**src/srmq_pkg.sv**
```systemverilog
// Package with the shared constants, types and helper function of the sparse-table RMQ block.
package srmq_pkg;

    localparam int MAX_LENGTH = 1024;
    localparam int VALUE_BITS = 16;
    localparam int LEVELS     = 11;

    localparam int POS_W     = $clog2(MAX_LENGTH);
    localparam int CNT_W     = $clog2(MAX_LENGTH + 1);
    localparam int LVL_W     = $clog2(LEVELS);
    localparam int TBL_DEPTH = LEVELS * MAX_LENGTH;
    localparam int TADDR_W   = $clog2(TBL_DEPTH);

    localparam int S_TDATA_W = 40;
    localparam int M_TDATA_W = 32;

    localparam logic FUNC_LOAD  = 1'b0;
    localparam logic FUNC_QUERY = 1'b1;

    typedef enum logic [1:0] {
        STAT_OK       = 2'd0,
        STAT_NO_TABLE = 2'd1,
        STAT_RANGE    = 2'd2
    } stat_t;

    // Read requests toward the two memories and write requests toward the table memory.
    typedef struct packed {
        logic               tbl_we;
        logic [TADDR_W-1:0] tbl_waddr;
        logic [POS_W-1:0]   tbl_wdata;
        logic [TADDR_W-1:0] tbl_raddr_a;
        logic [TADDR_W-1:0] tbl_raddr_b;
        logic [POS_W-1:0]   val_raddr_a;
        logic [POS_W-1:0]   val_raddr_b;
    } mem_req_t;

    // Floor of log2 of a range length, limited to the top level that exists.
    function automatic logic [LVL_W-1:0] floor_log2(input logic [CNT_W-1:0] x);
        int r;
        r = 0;
        for (int i = 0; i < CNT_W; i++) begin
            if (x[i]) begin
                r = i;
            end
        end
        if (r > LEVELS - 1) begin
            r = LEVELS - 1;
        end
        return LVL_W'(r);
    endfunction

endpackage

```
**src/srmq_build.sv**
```systemverilog
// Table build sequencer: fills one level after another from the level below it.
module srmq_build (
    input  logic                                  clk,
    input  logic                                  rst_n,
    input  logic                                  start,
    input  logic [srmq_pkg::CNT_W-1:0]            count,
    input  logic [srmq_pkg::POS_W-1:0]            tbl_rdata_a,
    input  logic [srmq_pkg::POS_W-1:0]            tbl_rdata_b,
    input  logic [srmq_pkg::VALUE_BITS-1:0]       val_rdata_a,
    input  logic [srmq_pkg::VALUE_BITS-1:0]       val_rdata_b,
    output srmq_pkg::mem_req_t                    req,
    output logic                                  done
);

    import srmq_pkg::*;

    typedef enum logic [2:0] {
        B_IDLE  = 3'b001,
        B_ISSUE = 3'b010,
        B_DRAIN = 3'b100
    } bstate_t;

    bstate_t            bstate_reg, bstate_next;
    logic [LVL_W-1:0]   level_reg, level_next;
    logic [POS_W-1:0]   idx_reg, idx_next;
    logic [CNT_W-1:0]   m_reg, m_next;
    logic               s1_valid_reg, s1_valid_next;
    logic               s2_valid_reg, s2_valid_next;
    logic [POS_W-1:0]   s1_idx_reg;
    logic [POS_W-1:0]   s2_idx_reg;
    logic [POS_W-1:0]   s2_a_reg;
    logic [POS_W-1:0]   s2_b_reg;

    logic [POS_W-1:0]   half;
    logic [CNT_W-1:0]   last_idx;
    logic               issue_last;
    logic [LVL_W:0]     lvl_up;
    logic               can_grow;
    logic               drained;
    logic [LVL_W-1:0]   prev_level;

    assign prev_level = level_reg - LVL_W'(1);
    assign half       = {{(POS_W-1){1'b0}}, 1'b1} << prev_level;
    assign last_idx   = m_reg - ({{(CNT_W-1){1'b0}}, 1'b1} << level_reg);
    assign issue_last = ({1'b0, idx_reg} == last_idx);
    assign lvl_up     = {1'b0, level_reg} + (LVL_W+1)'(1);
    assign can_grow   = (lvl_up < (LVL_W+1)'(LEVELS)) && ((m_reg >> lvl_up) != '0);
    assign drained    = !s1_valid_reg && !s2_valid_reg;
    assign done       = (bstate_reg == B_DRAIN) && drained && !can_grow;

    always_comb
    begin
        req.tbl_raddr_a = {prev_level, idx_reg};
        req.tbl_raddr_b = {prev_level, idx_reg + half};
        // Positions read from the level below select the two values to compare.
        req.val_raddr_a = tbl_rdata_a;
        req.val_raddr_b = tbl_rdata_b;
        req.tbl_we      = s2_valid_reg;
        req.tbl_waddr   = {level_reg, s2_idx_reg};
        req.tbl_wdata   = (val_rdata_a <= val_rdata_b) ? s2_a_reg : s2_b_reg;
    end

    always_comb
    begin
        bstate_next   = bstate_reg;
        level_next    = level_reg;
        idx_next      = idx_reg;
        m_next        = m_reg;
        s1_valid_next = (bstate_reg == B_ISSUE);
        s2_valid_next = s1_valid_reg;
        unique case (bstate_reg)
            B_IDLE:
            begin
                if (start) begin
                    m_next      = count;
                    level_next  = '0;
                    bstate_next = B_DRAIN;
                end
            end
            B_ISSUE:
            begin
                idx_next = idx_reg + POS_W'(1);
                if (issue_last) begin
                    bstate_next = B_DRAIN;
                end
            end
            B_DRAIN:
            begin
                // A new level starts only after every write of the last one landed.
                if (drained) begin
                    if (can_grow) begin
                        level_next  = lvl_up[LVL_W-1:0];
                        idx_next    = '0;
                        bstate_next = B_ISSUE;
                    end else begin
                        bstate_next = B_IDLE;
                    end
                end
            end
            default:
            begin
                bstate_next = B_IDLE;
            end
        endcase
    end

    always_ff @(posedge clk or negedge rst_n)
    begin
        if (!rst_n) begin
            bstate_reg   <= B_IDLE;
            level_reg    <= '0;
            idx_reg      <= '0;
            m_reg        <= '0;
            s1_valid_reg <= 1'b0;
            s2_valid_reg <= 1'b0;
        end else begin
            bstate_reg   <= bstate_next;
            level_reg    <= level_next;
            idx_reg      <= idx_next;
            m_reg        <= m_next;
            s1_valid_reg <= s1_valid_next;
            s2_valid_reg <= s2_valid_next;
        end
    end

    always_ff @(posedge clk)
    begin
        s1_idx_reg <= idx_reg;
        s2_idx_reg <= s1_idx_reg;
        s2_a_reg   <= tbl_rdata_a;
        s2_b_reg   <= tbl_rdata_b;
    end

endmodule

```
**config.mk**
```make
export PLATFORM = sky130hd
export DESIGN_NAME = srmq_build
export DESIGN_NICKNAME = d
export VERILOG_FILES = /design/src/srmq_pkg.sv /design/src/srmq_build.sv
export SDC_FILE = /design/constraint.sdc
export NUM_CORES = 1
export LEC_CHECK = 0
export ABC_AREA = 1
export BUFFER_PORTS_ARGS = -buffer_cell sky130_fd_sc_hd__buf_2
export CAP_MARGIN = 10
export CORE_AREA = 2 2 97 99
export CTS_BUF_LIST = sky130_fd_sc_hd__clkbuf_16
export DETAILED_ROUTE_END_ITERATION = 10
export DIE_AREA = 0 0 99 101
export PLACE_DENSITY_LB_ADDON = 0.05
export SYNTH_ARGS = -nofsm -noshare
export SYNTH_HDL_FRONTEND = slang
export SYNTH_SLANG_ARGS = --single-unit
```
**constraint.sdc**
```tcl
create_clock -name clk -period 5.25 [get_ports clk]
set_clock_uncertainty 0.2 [all_clocks]
set_input_delay 1.05 -clock clk [delete_from_list [all_inputs] [get_ports clk]]
set_output_delay 1.05 -clock clk [all_outputs]
set_load 0.005 [all_outputs]
```
# After elaboration in Yosys (flattened, before gate mapping)
# Cells that the tools add are included.
# word_totals
reg_bits	70
latch_bits	0
ram_bits	0
romBits	0
in_bits	66
output_inout_bits	74
elab_cells	55
mem_count	0
# classes
add_sub_neg	5
mul	0
div_mod_pow	0
magnitude_cmp	2
n_eq_ne	8
shifts	3
n_mux	13
n_bitwise	0
n_reduce_logical	14
# ops
operator	n
$mux W10	3
$pmux W10 S2	1
$le A16 B16 Y1	1
$mux W4	3
$eq A10 B11 Y1	1
$reduce_bool A11 Y1	1
$shl A1 B4 Y11 const A	1
$shr A11 B5 Y11	1
$sub A11 B11 Y11	1
$add A10 B1 Y10 const B	1
$add A10 B10 Y10	1
$shl A1 B4 Y10 const A	1
$mux W3	3
$pmux W3 S3	1
$pmux W4 S2	1
$ne A2 B2 Y1 const B	3
$reduce_and A3 Y1	2
$add A4 B1 Y5 const B	1
$lt A5 B4 Y1 const B	1
$logic_and A1 B1 Y1	4
$reduce_and A4 Y1	1
$reduce_bool A2 Y1	2
$sub A4 B1 Y4 const B	1
$eq A3 B1 Y1 const B	1
6 further kinds	8

# Longest topological paths before layout
# Gate-level depths: netlist of run 1.
# logic_depth
depth_word	7
ltp_mapped	20
depth_no_buf	20

# Worst setup path after synthesis of run 1
# OpenSTA, ideal clock, no wires.
# synth_timing
kind	register to output
from	register level_reg[0]
to	output port req[28] in the netlist's numbering
t_arrival_ns	2.952
required_time_ns	4.000
setup_slack_ns	1.048
path_stages_with_launch	19
path_buffers	0
cell_sequence	dfrtp_1 inv_2 ha_1 or2_2 nand2_2 inv_1 nor3_1 ha_1 inv_1 fa_1 o21ai_0 nand2_1 nand2_1 nand2_1 nand2_1 nand2_1 nand2_1 a21oi_1 xor2_1
# synth_rtl
item	line	rtl
start, declared	srmq_build.sv:24	logic [LVL_W-1:0] level_reg, level_next;
start signal, assigned	srmq_build.sv:118	level_reg <= level_next;
end, declared	srmq_build.sv:11	output srmq_pkg::mem_req_t req,

==> reports/metrics.csv, run 1 <==
metric,value,unit
status,"complete, no violations",
Fmax,210.6,MHz
Tightest Pin Transition,709.6,ps
non-filler instance count after layout,830,
"Hold Vio Cnt, Final",0,
Clock Path Buffers,2,
simple-gate area share of the yosys netlist,0.2621,
drt pass-1 iters,4,
mux share of post-synthesis cell area,0.002552,
Setup TNS Final,0,ps
period utilisation layout,0.9045,
adder-cell share of the synthesized area,0.1339,
Worst Setup Path Type,register to output pin,
port buffer count,139,
global-route wire length before repair,17050,um
CTS tree,yes,
worst endpoint data arrival time,3500,ps
via count,3949,
"area leader, netlist",dfxtp_1,
dpl hpwl,8090,um
gr usage total,0.2115,
die width,99,um
Syn. warnings,0,
post-route ant nets,0,
cts hold-fix bufs,0,
vias in the first global route,3800,
share of layout cells above drive strength 1,0.2462,
main combinational cell family by area after synthesis,simple AND/OR/NAND/NOR gates,
top-count cell post-synth,nand2_1,
I/O pin count,140,
post-CTS setup repair buffer count,0,
drc violations,0,
Max-slew headroom,0.5269,
RSZ-0062 raised after global routing,false,
synthesized area,0.004412,mm2
max_cap viols,0,
Hold Path Class,register to register,
largest fanout on the critical path,11,
post-layout min period,4749,ps
Compound-Gate Fraction of Synth Area,0.06892,
WL final,10210,um
worst path required time,4000,ps
number of flip-flops in the largest register,11,
cell area after layout,0.005314,mm2
core area,0.008977,mm2
post-synthesis xor/xnor area fraction,0.04765,
leakage,2.973,nW
Layout Nets,826,
most frequent cells after synthesis,"nand2_1, inv_1, ha_1",
GP Congestion,0.8639,
vias per cell,4.758,
Syn Nets,707,
crit end category,output pin,
CP Launch Type,register,
Post-Syn Instances,595,
CTS root buf,clkbuf_16,
post-synthesis cell type count,36,
"Primary FF master, synth",dfxtp_1,
sequential fraction of the synthesis area,0.3520,
leading post-synthesis cells by cell area,"dfxtp_1, dfrtp_1, nand2_1",
H-tree levels,3,
# rows,35,
total CTS buffers,9,
clock sink count,70,
Die Y-Extent,101,um
share of the synthesized area in the top cell type,0.1815,
"EDFF count, synth",0,
pwr dens,456.8,mW/mm2
Placed Area,0.005027,mm2
Async SR Flop Fraction,0.4286,
Worst-path clk slew,60,ps
placed cells,814,
# diodes,0,
syn avg cell area,7.415,um2
setup violators final,0,
Initial Util,0.4914,
DIE AREA,0.009999,mm2
GRT overflow,0,
Tot Pwr,2.428,mW
initial antenna violation count,0,
VDD IR max,0.0002485,V
Slew Limit Fails,0,
Area Overhead vs Synth,20.45,%
"Clk Latency, worst-skew pair",330,ps
Detailed Route Iter0 Violations,151,
"FF+latch count, synth",70,
average routed wire per standard cell,12.30,um
largest net degree at the start of global routing,31,
[what timing repair did]
item	in CTS	in global routing
endpoints found under the setup margin	0	1
gates resized for setup	0	2
endpoints found under the hold margin	0	0
[routing by layer]
metal,GRT usage,share of wire
met1,0.2659,0.47
met2,0.3654,0.47
met3,0.04854,0.050
met4,0.05901,0.013
met5,0,0
[power by group]
part	switching, mW	internal (mW)
combinational	0.675	0.439
clock	0.258	0.330
sequential	0.0858	0.639
total	1.02	1.41
[placed cells by master, fill, tap and decap left out, drive strengths merged]
master    count
o21ai        35
and3          1
a21boi        1
nand3        44
xor2         17
nor3         18
fa            2
dfrtp        29
dfxtp        40
xnor2         7
o31ai         2
inv         100
clkbuf        9
nand2       173
or2           4
nand4         2
buf         141
nor2         24
clkinvlp      1
mux2          1
a211oi        1
a21oi        19
nand3b        3
ha           44
dfstp         1
[critical path: stages (launching register included)]
cell and delay (ps):
dfrtp_2 480, inv_2 120, ha_1 220, or2_2 280
nand2_2 130, inv_1 110, nor3_1 190, ha_1 220
inv_1 80, fa_1 400, o21ai_1 220, nand2_1 80
nand2_1 60, nand2_1 40, nand2_1 90, nand2_1 60
nand2_1 60, a21oi_1 70, xor2_1 140, buf_2 130
[path summary, 6_finish.rpt]
check | start | to | slack, ps | cells past startpoint
max | level_reg[0] | req[28] | 500 | 19
min | s1_idx_reg[7] | s2_idx_reg[7] | 120 | 0
max reg2reg | level_reg[0] | bstate_reg[2] | 2080 | 20
min reg2reg | s1_idx_reg[7] | s2_idx_reg[7] | 120 | 0
max in group asynchronous | rst_n | level_reg[0] | 3800 | 1
min in group asynchronous | rst_n | m_reg[8] | 560 | 1
[final cells by class]
cell class / count / area, um2
repair buffers: 141 / 710.7
clock buffers: 9 / 225.2
multi-input cells: 398 / 2272
flip-flops and latches: 70 / 1554
clock inverters: 7 / 60.06
well taps: 111 / 138.9
inverters: 94 / 352.8
fillers: 837 / 3664
[cells by family after synthesis]
family | count (synthesis)
adders and majority gates | 46
muxes | 1
DFF | 70
xor gates and xnor gates | 24
AOI/OAI and AO/OA | 58
buffers and inverters | 127
and+or+nand+nor | 269
[through the flow]
stage / utilization / hold WS [ps] / setup WS (ps)
final: 0.5919 / 120.0 / 501.3
after global routing: 0.5919 / 130.2 / 58.16
after CTS: 0.5918 / 120.0 / 260.6
after detailed placement: 0.5600 / 112.1 / 649.0
after global placement: 0.5600 / 109.5 / 770.9
after floorplan: - / 109.6 / 1048
Note: power is estimated with default switching activity, not from simulation.
==> run 2: changes to the inputs <==
--- a/config.mk
+++ b/config.mk
@@ -10,6 +10,7 @@
 export CAP_MARGIN = 10
 export CORE_AREA = 2 2 97 99
 export CTS_BUF_LIST = sky130_fd_sc_hd__clkbuf_16
+export CTS_CLUSTER_DIAMETER = 30
 export DETAILED_ROUTE_END_ITERATION = 10
 export DIE_AREA = 0 0 99 101
 export PLACE_DENSITY_LB_ADDON = 0.05
==> constraint.sdc (replaced) <==
create_clock -name clk -period 5.25 [get_ports clk]
set_clock_uncertainty 0.2 [all_clocks]
set_input_delay 0 -clock clk [delete_from_list [all_inputs] [get_ports clk]]
set_output_delay 0 -clock clk [all_outputs]
set_load 0.005 [all_outputs]
==> run 2 against run 1 <==
Net effect:
- combinational power about the same
- largest cell class unchanged
- worst hold slack worse by 70 ps
- final cell count rose by 3.9%
- utilization is 3.6 points higher
- global-route usage grew 0.21 points
- die area did not move
- power is 0.20% higher
- setup slack gained 870 ps
==> reports/metrics.csv, run 2 (synthesis results as in run 1) <==
metric,value,unit
Filler cells,796,
cell depth of the worst flop-to-flop path,19,
"Hold Vio Cnt, Final",0,
crit end category,output pin,
GRT overflow,0,
Hold Path Class,input port to async pin,
vias in the first global route,3837,
Clock Path Buffers,2,
# diodes,0,
drc violations,0,
status,"complete, no violations",
GP Congestion,0.8776,
drt pass-1 iters,4,
share of layout cells above drive strength 1,0.2330,
sw frac,0.4168,
total CTS buffers,9,
# rows,35,
Tightest Pin Transition,911.8,ps
Setup TNS Final,0,ps
Tot Pwr,2.433,mW
DIE AREA,0.009999,mm2
worst endpoint data arrival time,3680,ps
H-tree levels,3,
Sw Pwr,1.014,mW
Slew Limit Fails,0,
port buffer count,139,
die width,99,um
via count,4095,
Initial Util,0.4914,
VDD IR max,0.0002574,V
largest fanout on the critical path,11,
Area Overhead vs Synth,27.77,%
combinational cell fraction of total power,0.467,
gr usage total,0.2137,
Max-slew headroom,0.3901,
setup violators final,0,
most frequent cells in the layout,"nand2_1, buf_2, inv_1, ha_1, nand3_1",
"Clk Latency, worst-skew pair",330,ps
max_cap viols,0,
cts hold-fix bufs,33,
worst path required time,5050,ps
core area,0.008977,mm2
clock network fraction of total power,0.236,
Worst Setup Path Type,register to output pin,
Internal Dissipation,1.419,mW
CP Launch Type,register,
vias per cell,4.751,
post-layout min period,3876,ps
share of power burned in registers,0.297,
clock sink count,70,
# resized after CTS,0,
number of flip-flops in the largest register,11,
period utilisation layout,0.7382,
Detailed Route Iter0 Violations,137,
pwr dens,431.5,mW/mm2
initial antenna violation count,0,
average routed wire per standard cell,12.23,um
global-route wire length before repair,17530,um
Die Y-Extent,101,um
reg2reg setup slack,2030,ps
post-CTS setup repair buffer count,0,
CTS tree,yes,
largest net degree at the start of global routing,31,
Fmax,258.0,MHz
leakage,3.104,nW
dpl hpwl,8090,um
I/O pin count,140,
post-route ant nets,0,
CTS root buf,clkbuf_16,
WL final,10540,um
RSZ-0062 raised after global routing,false,
Worst-path clk slew,60,ps
"most common cell after layout, fill and taps aside",nand2_1,
Layout Nets,858,
==> run 2: cell types whose count changed in the layout (fill, tap and decap cells not counted), sizes merged <==
cell / before / now
buf: 141 / 140
dlygate4sd3: 0 / 33
clkinvlp: 1 / 2
inv: 100 / 99
==> run 2: worst paths after layout <==
check | startpoint | endpoint
setup / recovery | level_reg[0] | req[28]
hold / removal | rst_n | m_reg[8]
setup reg to reg | level_reg[0] | bstate_reg[0]
hold reg to reg | s1_idx_reg[5] | s2_idx_reg[5]
max in group asynchronous | rst_n | idx_reg[2]
min in group clk | s1_idx_reg[5] | s2_idx_reg[5]
==> run 2: cell type report <==
class,count,area [um2],area share
well taps,111,138.9,0.02464
multi-input cells,398,2272,0.4031
repair buffers,173,1033,0.1834
clock buffers,9,225.2,0.03996
clock inverters,7,61.31,0.01088
flip-flops and latches,70,1553,0.2755
inverters,94,352.8,0.06260
==> run 2: worst max-delay path, cell delays in order (launching register included) <==
cell and delay [ps]:
dfrtp_1 540, inv_2 150, ha_1 230, or2_2 280
nand2_2 130, inv_1 120, nor3_1 190, ha_1 220
inv_1 70, fa_1 400, o21ai_0 280, nand2_1 80
nand2_1 60, nand2_1 40, nand2_1 90, nand2_1 70
nand2_1 60, a21oi_1 70, xor2_1 140, buf_2 130
==> run 2: per-layer routing <==
layer  GRT usage  vias to the layer above  wire length [um]
met5           0                        -                 0
met4     0.04320                        0                78
met3     0.04438                        6               551
met2      0.3753                      114              5075
met1      0.2730                     1818              4835
li1            -                     2157                 -
==> run 2: stage by stage <==
step	util	cells	hold slack, ps	setup slack (ps)	area, um2
finish	0.6279	862	50.22	1374	5637
global route	0.6279	862	94.76	939.8	5637
CTS	0.6279	862	65.11	1357	5637
detailed placement	0.5592	813	-113.1	1725	5020
global placement	0.5592	813	-124.9	1808	5020
floorplan	-	595	-495.6	2098	4412
==> run 2: power by group through the flow <==
stage	logic, mW	clock network [mW]	registers, mW
after floorplan	0.849	0	0.712
after global placement	1.09	0	0.729
after detailed placement	1.11	0	0.736
after CTS	1.13	0.586	0.725
after global routing	1.30	0.616	0.737
final	1.14	0.574	0.723
==> run 3: changes to the inputs <==
==> constraint.sdc (replaced) <==
create_clock -name clk -period 3.8 [get_ports clk]
set_clock_uncertainty 0.2 [all_clocks]
set_input_delay 0 -clock clk [delete_from_list [all_inputs] [get_ports clk]]
set_output_delay 0 -clock clk [all_outputs]
set_load 0.005 [all_outputs]
==> run 3 against run 2 <==
Net effect:
- sequential power increased by 37%
- design area increased by 1.8%
- die area unchanged
- highest routed layer unchanged
- setup slack got worse by 1100 ps
- global-route usage increased by 1.5 points
- critical endpoint unchanged
- largest cell class unchanged
- wire length increased by 4.6%
- non-clock buffer count increased by 10
==> reports/metrics.csv, run 3 (synthesis results as in run 1) <==
metric,value,unit
status,"complete, no violations",
Initial Util,0.4914,
Layout Nets,868,
non-filler instance count after layout,872,
leakage,3.149,nW
worst path required time,3600,ps
H-tree levels,3,
"Cell Chain, Critical Path",inv_2 -> ha_1 -> or2_2 -> nand2_2 -> inv_1 -> nor3_2 -> ha_2 -> inv_1 -> fa_1 -> o21ai_2 -> nand2_1 -> nand2_1 -> nand2_1 -> nand2_1 -> nand2_1 -> nand2_1 -> a21oi_1 -> xor2_1 -> buf_2,
worst endpoint data arrival time,3310,ps
hold_ws,38.31,ps
total CTS buffers,9,
post-layout min period,3508,ps
Worst Setup Path Type,register to output pin,
GRT overflow,0,
Crit path max-delay family,simple AND/OR/NAND/NOR gates,
DP Worst Slack,393.9,ps
port buffer count,139,
share of layout cells above drive strength 1,0.2418,
clock sink count,70,
pwr dens,601.9,mW/mm2
most frequent cells in the layout,"nand2_1, buf_2, inv_1, nand3_1, ha_1",
largest fanout on the critical path,7,
I/O pin count,140,
core area,0.008977,mm2
die width,99,um
Fmax,285.1,MHz
drc violations,0,
drt pass-1 iters,4,
"Hold Vio Cnt, Final",0,
Area Overhead vs Synth,30.12,%
GP Congestion,0.8684,
dpl hpwl,8286,um
crit end category,output pin,
"Clk Latency, worst-skew pair",340,ps
Critical Path Max Stage Delay,420,ps
Die Y-Extent,101,um
cell area after layout,0.005741,mm2
Filler cells,799,
Detailed Route Iter0 Violations,145,
gr usage total,0.2284,
Max-slew headroom,0.5432,
global-route wire length before repair,18440,um
Worst-path clk slew,70,ps
initial antenna violation count,0,
CTS root buf,clkbuf_16,
vias in the first global route,4114,
Worst Slack Setup Final,292.0,ps
CTS tree,yes,
vias per cell,4.852,
Placed Area,0.005035,mm2
largest net degree at the start of global routing,31,
Tightest Pin Transition,685.2,ps
WP buf/inv,4,
number of flip-flops in the largest register,11,
setup violators final,0,
post-route ant nets,0,
crit path max-delay cell type,dfrtp_2,
VDD IR max,0.0003318,V
Clock Path Buffers,2,
CP dominant cell by count,nand2_1,
CP Launch Type,register,
Hold Path Class,input port to async pin,
"most common cell after layout, fill and taps aside",nand2_1,
# diodes,0,
max_cap viols,0,
# rows,35,
period utilisation layout,0.9231,
placed cells,815,
Slew Limit Fails,0,
WL final,11020,um
DIE AREA,0.009999,mm2
via count,4231,
average routed wire per standard cell,12.64,um
run 3: routing by layer:
metal | routed length, um | vias to the layer above | track usage
met2 | 5307 | 141 | 0.4080
li1 | - | 2179 | -
met4 | 287 | 0 | 0.08746
met3 | 738 | 19 | 0.04438
met1 | 4687 | 1892 | 0.2710
met5 | 0 | - | 0
run 3: area by class of cell:
cell class	instances	area [um2]	area share
clock buffer	9	225.2	0.03923
clock inverter	7	62.56	0.01090
inverter	94	352.8	0.06146
multi-input combinational	398	2283	0.3978
sequential	70	1554	0.2707
tap	111	138.9	0.02419
timing repair buffer	183	1124	0.1957
run 3: path summary, 6_finish.rpt:
kind                           startpoint             to  slack (ps)  cells past startpoint
setup / recovery             level_reg[1]        req[28]         290                     19
hold / removal                      rst_n       m_reg[7]          40                      2
setup reg to reg            bstate_reg[0]       m_reg[1]         790                      8
hold reg to reg             s1_idx_reg[9]  s2_idx_reg[9]         120                      0
max in group asynchronous           rst_n   level_reg[1]        2890                      2
min in group clk           tbl_rdata_a[0]    s2_a_reg[0]         110                      2
run 3: where the power goes:
part / total (mW) / internal, mW / switching [mW]
combinational: 1.64 / 0.670 / 0.969
clock: 0.825 / 0.458 / 0.367
sequential: 0.990 / 0.883 / 0.108
total: 3.46 / 2.01 / 1.44
run 3: timing repair:
item | in CTS | in global routing
endpoints found under the hold margin | 83 | 0
buffers inserted | 0 | 2
gates resized for setup | 0 | 6
endpoints found under the setup margin | 0 | 2
hold buffers | 39 | 0
run 3: metrics by stage:
stage	TNS, ps	util	power [mW]
global route	-4.788	0.6394	3.799
detailed placement	0	0.5608	2.567
CTS	0	0.6364	3.467
global placement	0	0.5608	2.528
finish	0	0.6394	3.455
floorplan	0	-	2.156
